[src/hdl/dwc3s2_queue.sv]
`default_nettype none
// ----------------------------------------------------------------------------
// dwc3s2_queue: short window queue between front and back ends
// Holds complete 3x3 windows waiting for the multiply pipeline so that the
// pixel intake and the result side stall independently.
// ----------------------------------------------------------------------------
module dwc3s2_queue #(
  parameter int WIDTH = 145,
  parameter int DEPTH = 4
) (
  input  wire              clk,
  input  wire              rst_n,
  input  wire              push,
  input  wire [WIDTH-1:0]  wdata,
  input  wire              pop,
  output logic [WIDTH-1:0] rdata,
  output logic             full,
  output logic             empty
);

  localparam int PB = (DEPTH > 1) ? $clog2(DEPTH) : 1;
  localparam int CB = $clog2(DEPTH + 1);

  logic [WIDTH-1:0] mem_r [DEPTH];
  logic [PB-1:0]    wr_ptr_r, wr_ptr_nxt;
  logic [PB-1:0]    rd_ptr_r, rd_ptr_nxt;
  logic [CB-1:0]    count_r,  count_nxt;

  assign full  = (count_r == CB'(DEPTH));
  assign empty = (count_r == '0);
  assign rdata = mem_r[rd_ptr_r];

  // pointer and occupancy update
  always_comb begin
    wr_ptr_nxt = wr_ptr_r;
    rd_ptr_nxt = rd_ptr_r;
    count_nxt  = count_r;
    if (push) begin
      wr_ptr_nxt = (wr_ptr_r == PB'(DEPTH - 1)) ? '0 : wr_ptr_r + PB'(1);
    end
    if (pop) begin
      rd_ptr_nxt = (rd_ptr_r == PB'(DEPTH - 1)) ? '0 : rd_ptr_r + PB'(1);
    end
    if (push && !pop) begin
      count_nxt = count_r + CB'(1);
    end else if (pop && !push) begin
      count_nxt = count_r - CB'(1);
    end
  end

  always_ff @(posedge clk) begin
    if (!rst_n) begin
      wr_ptr_r <= '0;
      rd_ptr_r <= '0;
      count_r  <= '0;
    end else begin
      wr_ptr_r <= wr_ptr_nxt;
      rd_ptr_r <= rd_ptr_nxt;
      count_r  <= count_nxt;
    end
  end

  // entry storage
  always_ff @(posedge clk) begin
    if (push) begin
      mem_r[wr_ptr_r] <= wdata;
    end
  end

endmodule
`default_nettype wire

[config.mk]
export PLATFORM = sky130hd
export DESIGN_NAME = dwc3s2_queue
export DESIGN_NICKNAME = d
export VERILOG_FILES = /design/src/hdl/dwc3s2_queue.sv
export SDC_FILE = /design/constraint.sdc
export NUM_CORES = 1
export LEC_CHECK = 0
export BUFFER_PORTS_ARGS = -buffer_cell sky130_fd_sc_hd__clkbuf_2
export CORE_MARGIN = 2
export CORE_UTILIZATION = 28
export CTS_BUF_LIST = sky130_fd_sc_hd__clkbuf_16
export DETAILED_ROUTE_END_ITERATION = 8
export PLACE_DENSITY_LB_ADDON = 0.25
export SYNTH_ARGS = -nofsm -noshare
export SYNTH_HDL_FRONTEND = slang
export SYNTH_SLANG_ARGS = --single-unit
export TNS_END_PERCENT = 20
[constraint.sdc]
create_clock -name clk -period 4.5 [get_ports clk]
set_input_delay 0.45 -clock clk [delete_from_list [all_inputs] [get_ports clk]]
set_output_delay 0.45 -clock clk [all_outputs]
set_load 0.01 [all_outputs]
==> results.sh, run 1 <==
export IMPL_status="finished, final reports clean"
export IMPL_fp_dieH_um=280
export IMPL_tightest_slew_ps=814
export IMPL_design_die_area_mm2=0.0785
export IMPL_synth_area_per_cell_um2=26.7
export IMPL_worst_setup_path_end_kind="primary output"
export IMPL_leakage_nw=8.78
export IMPL_peakVddDrop_mv=0.300
export IMPL_post_cts_buffers=0
export IMPL_drive_above_1_share_pct=45.9
export IMPL_clockBufferDepth=3
export IMPL_cts_root_buf="clkbuf_16"
export IMPL_syn_inst=801
export IMPL_synthXorXnorAreaFrac_pct=0.0821
export IMPL_synth_compound_area_share_pct=0.0938
export IMPL_synthMuxAreaShare_pct=15.5
export IMPL_antenna_found_initial=5
export IMPL_worst_setup_path_type="flop to primary output"
export IMPL_synthTopCellsByArea="edfxtp_1, mux4_2, dfxtp_1, buf_2, buf_6"
export IMPL_synthAdderAreaFrac_pct=0.445
export IMPL_rsz0062_at_grt="false"
export IMPL_hold_viol=0
export IMPL_cp_num_buf_inv=2
export IMPL_drv_slew=0
export IMPL_dp_cells=2061
export IMPL_p_per_area_mw_per_mm2=475
export IMPL_instances_no_fill=2179
export IMPL_grt_start_max_net_pins=62
export IMPL_layout_commonest_cell="edfxtp_1"
export IMPL_fin_crit_ps=3090
export IMPL_ant_nets=0
export IMPL_whs_ps=68.4
export IMPL_synth_area_mm2=0.0213
export IMPL_worstPathRequired_ps=4050
export IMPL_die_x_um=280
export IMPL_routed_wl_um=45900
export IMPL_finalCritPeriodShare_pct=68.8
export IMPL_cts_tree="done"
export IMPL_grt_overflow=0
export IMPL_grt_pass1_wl_um=67400
export IMPL_nFillCells=7071
export IMPL_vias=9567
export IMPL_ctsHoldBuffers=0
export IMPL_final_cell_mix="edfxtp_1, clkbuf_2, mux4_2, clkbuf_16, inv_1"
export IMPL_post_dp_hpwl_um=26900
export IMPL_grt_pass1_vias=10700
export IMPL_setup_viol=0
export IMPL_core_mm2=0.0757
export IMPL_final_cell_area_mm2=0.0262
export IMPL_crit_slowest_cell="dfxtp_4"
export IMPL_synth_top_area_share_pct=81.6
export IMPL_cts_htree_levels=3
export IMPL_cts_buffers_inserted=68
export IMPL_cp_start_kind="flop"
export IMPL_avgViaCountPerCell=4.39
export IMPL_layout_area_overhead_vs_synth_pct=22.9
export IMPL_critical_path_top_delay_family="flip-flops"
export IMPL_final_nets=1309
export IMPL_fmax_mhz=323
export IMPL_synth_top_family_by_area="multiplexers"
export IMPL_crit_fanout=34
export IMPL_start_util_pct=28.2
export IMPL_io_buffers=295
export IMPL_dpl_cell_area_mm2=0.0242
export IMPL_track_usage_pct=11.7
export IMPL_max_stage_delay_ps=870
export IMPL_drt_first_pass_iters=4
export IMPL_fp_row_count=101
export IMPL_yosys_warnings=0
export IMPL_maxSlewHeadroom_pct=45.7
export IMPL_syn_nets=957
export IMPL_synthSimpleGateAreaFrac_pct=0.422
export IMPL_gp_congestion=0.677
export IMPL_fin_skew_ps=24.6
export IMPL_ys_types=22
export IMPL_worst_hold_path_type="input pin to flop"
export IMPL_yosys_area_top_type="edfxtp_1"
export IMPL_ys_seq_area_share_pct=82.4
export IMPL_maxCapViolCount=0
export IMPL_drc=0
export IMPL_worstPathCellList="buf_4 -> mux4_2 -> clkbuf_2"
export IMPL_utilization_pct=34.7
export IMPL_worst_skew_pair_late_latency_ps=590
export IMPL_clock_sinks=589
export IMPL_io_pins=296
export IMPL_yosys_register_bits=589
export IMPL_critPathArrivalTime_ps=2640
export IMPL_setup_tns_ps=0
export IMPL_clk_pin_slew_ps=60
export IMPL_cts_resized=0
export IMPL_route_detailed_wl_per_inst_um=21.0
export IMPL_first_iter_violations=383
-- metal layers --
layer	routed length (um)	part of all wire [%]	up-vias	track usage, %
li1	-	-	4192	-
met1	18600	41	5041	13.9
met2	22300	49	244	19.3
met3	3790	8.3	84	4.45
met4	1090	2.4	6	4.11
met5	40	0.087	-	0
-- through the flow --
step                setup WS (ps)  power (mW)
finish                       1410        12.5
global route                 1160        13.0
CTS                          1220        12.7
detailed placement           1900        7.54
global placement             1920        7.51
floorplan                     119        7.06
-- report_power, final --
part | internal, mW | total (mW) | leakage [nW] | switching (mW)
combinational | 0.454 | 1.02 | 2.30 | 0.565
clock | 2.96 | 5.09 | 1.08 | 2.13
sequential | 6.29 | 6.36 | 5.40 | 0.0696
-- final timing paths --
| check | endpoint | cells after the start | startpoint | slack [ps] |
|---|---|---|---|---|
| hold / removal | mem_r[2][132] | 1 | wdata[132] | 70 |
| setup reg to reg | mem_r[1][105] | 4 | wr_ptr_r[1] | 2390 |
| hold reg to reg | flop | 2 | rd_ptr_r[1] | 530 |
| setup / recovery | rdata[79] | 3 | flop | 1410 |
-- layout make-up --
type                            instances  area (um2)  area share [%]
Clock inverter                         47         334            1.27
Inverter                                4        15.0          0.0572
Tap cell                              978        1220            4.67
Timing Repair Buffer                  314        1780            6.79
Multi-Input combinational cell        176        3540            13.5
Antenna cell                            2        5.00          0.0191
Sequential cell                       589       17600            67.1
Clock buffer                           69        1730            6.58
-- flip-flops by register name (all words and copies together) (netlist names), named ones only --
register  cells
count_r       3
rd_ptr_r      2
mem_r       580
wr_ptr_r      2
-- cell usage after synthesis --
cell,instances
buf_2,16
dfxtp_1,9
nor3b_1,1
xnor2_1,1
o21ai_0,1
xor2_1,1
mux2i_1,4
o21a_1,1
ha_1,6
clkbuf_1,5
or3_1,1
a21boi_0,1
edfxtp_1,580
buf_6,7
nor2b_1,5
nor3_1,2
mux4_2,145
inv_1,4
buf_4,4
nor2_1,1
and2_1,5
fa_1,1
-- cell families (layout without fill, tap and decap cells) --
family,Yosys count,after routing
and+or+nand+nor,15,15
adders and majority gates,7,7
DFF,589,589
buffers and inverters,36,434
AOI/OAI and AO/OA,3,3
xor gates and xnor gates,2,2
muxes,149,149
other,0,2
Note: power is estimated with default switching activity, not from simulation.
==> inputs of run 2 (changes only) <==
Clock period 4.5 ns to 3.1 ns, I/O delays scaled along.
==> results.sh, run 2 (synthesis gave the netlist of run 1 again) <==
export IMPL_worst_hold_path_type="input pin to flop"
export IMPL_track_usage_pct=11.7
export IMPL_clock_sinks=589
export IMPL_antenna_found_initial=5
export IMPL_layout_commonest_cell="edfxtp_1"
export IMPL_grt_pass1_vias=11100
export IMPL_critPathArrivalTime_ps=2320
export IMPL_cts_htree_levels=3
export IMPL_ctsHoldBuffers=145
export IMPL_worst_setup_path_end_kind="primary output"
export IMPL_post_cts_buffers=0
export IMPL_drv_slew=0
export IMPL_fin_crit_ps=2630
export IMPL_start_util_pct=28.2
export IMPL_cts_tree="done"
export IMPL_status="finished, final reports clean"
export IMPL_rsz0062_at_grt="false"
export IMPL_grt_pass1_wl_um=68400
export IMPL_cts_root_buf="clkbuf_16"
export IMPL_largest_register_ffs=580
export IMPL_cp_start_kind="flop"
export IMPL_worst_setup_path_type="flop to primary output"
export IMPL_final_nets=1459
export IMPL_fmax_mhz=380
export IMPL_finalCritPeriodShare_pct=84.9
export IMPL_core_mm2=0.0757
export IMPL_reg2reg_from="wr_ptr_r[0]"
export IMPL_rr_worst_depth=4
export IMPL_clockBufferDepth=3
export IMPL_r2r_setup_slack_ps=1240
export IMPL_maxCapViolCount=0
export IMPL_setup_tns_ps=0
export IMPL_hold_viol=0
export IMPL_reg2reg_to="mem_r[0][64]"
export IMPL_fin_skew_ps=21.4
export IMPL_maxSlewHeadroom_pct=46.9
export IMPL_worst_skew_pair_late_latency_ps=600
export IMPL_utilization_pct=36.8
export IMPL_drt_first_pass_iters=4
export IMPL_fp_dieH_um=280
export IMPL_die_x_um=280
export IMPL_io_pins=296
export IMPL_route_detailed_wl_per_inst_um=19.9
export IMPL_setup_viol=0
export IMPL_crit_path_end="rdata[142]"
export IMPL_tightest_slew_ps=796
export IMPL_layout_area_overhead_vs_synth_pct=30.4
export IMPL_design_die_area_mm2=0.0785
export IMPL_clk_pin_slew_ps=50
export IMPL_gp_congestion=0.680
export IMPL_reg_top3="mem_r (580), count_r (3)"
export IMPL_avgViaCountPerCell=4.38
export IMPL_vias=10200
export IMPL_leakage_nw=9.44
export IMPL_ant_nets=0
export IMPL_final_cell_mix="edfxtp_1, clkbuf_2, mux4_2, dlygate4sd3_1, clkbuf_16"
export IMPL_top_register="mem_r"
export IMPL_crit_fanout=36
export IMPL_worstPathRequired_ps=2790
export IMPL_io_buffers=295
export IMPL_nFillCells=6947
export IMPL_p_per_area_mw_per_mm2=664
export IMPL_fp_row_count=101
export IMPL_drc=0
export IMPL_drive_above_1_share_pct=41.5
export IMPL_grt_start_max_net_pins=78
export IMPL_grt_overflow=0
export IMPL_cts_buffers_inserted=67
export IMPL_peakVddDrop_mv=0.431
export IMPL_routed_wl_um=46400
export IMPL_post_dp_hpwl_um=27600
export IMPL_first_iter_violations=566
export IMPL_cts_resized=0
-- run 2: per-layer routing --
| layer | global-route usage, % | vias to the layer above | routed length (um) |
|---|---|---|---|
| li1 | - | 4504 | - |
| met1 | 15.2 | 5335 | 19900 |
| met2 | 18.8 | 272 | 22000 |
| met3 | 3.26 | 90 | 3030 |
| met4 | 4.44 | 6 | 1400 |
| met5 | 0 | - | 41 |
-- run 2: worst max-delay path, cell delays in order, from the launching register on --
cell      delay (ps)
dfxtp_4          860
buf_4            360
mux4_2           360
clkbuf_2         160
-- run 2: worst min-delay path by stage --
stage | endpoint | cells after the start | startpoint
final | rd_ptr_r[1] | 3 | pop
after global placement | count_r[2] | 2 | count_r[2]
after CTS | rd_ptr_r[1] | 3 | pop
after detailed placement | count_r[2] | 2 | count_r[2]
after global routing | flop | 3 | pop
after floorplan | mem_r[0][0] | 0 | wdata[0]
-- run 2: metrics by stage --
stage	setup WS, ps	power (mW)	hold WS [ps]	area (um2)	std cells
floorplan	-1280	10.2	409	21300	801
global placement	981	10.9	496	24200	2067
detailed placement	973	11.0	512	24200	2067
CTS	301	18.9	35.0	27800	2329
global route	320	19.2	68.2	27800	2331
finish	469	18.5	86.8	27800	2332
-- run 2: area by class of cell --
cell class	instances	area [um2]	share of cell area (%)
repair buffers	465	3320	11.9
multi-input cells	176	3540	12.7
well taps	978	1220	4.40
diodes	3	7.51	0.0270
inverters	4	15.0	0.0539
flip-flops and latches	589	17600	63.3
clock buffers	70	1750	6.29
clock inverters	47	374	1.34
-- run 2: power breakdown --
part           switching [mW]  internal, mW
logic                   0.866         0.790
clock network            3.09          4.51
registers               0.103          9.13
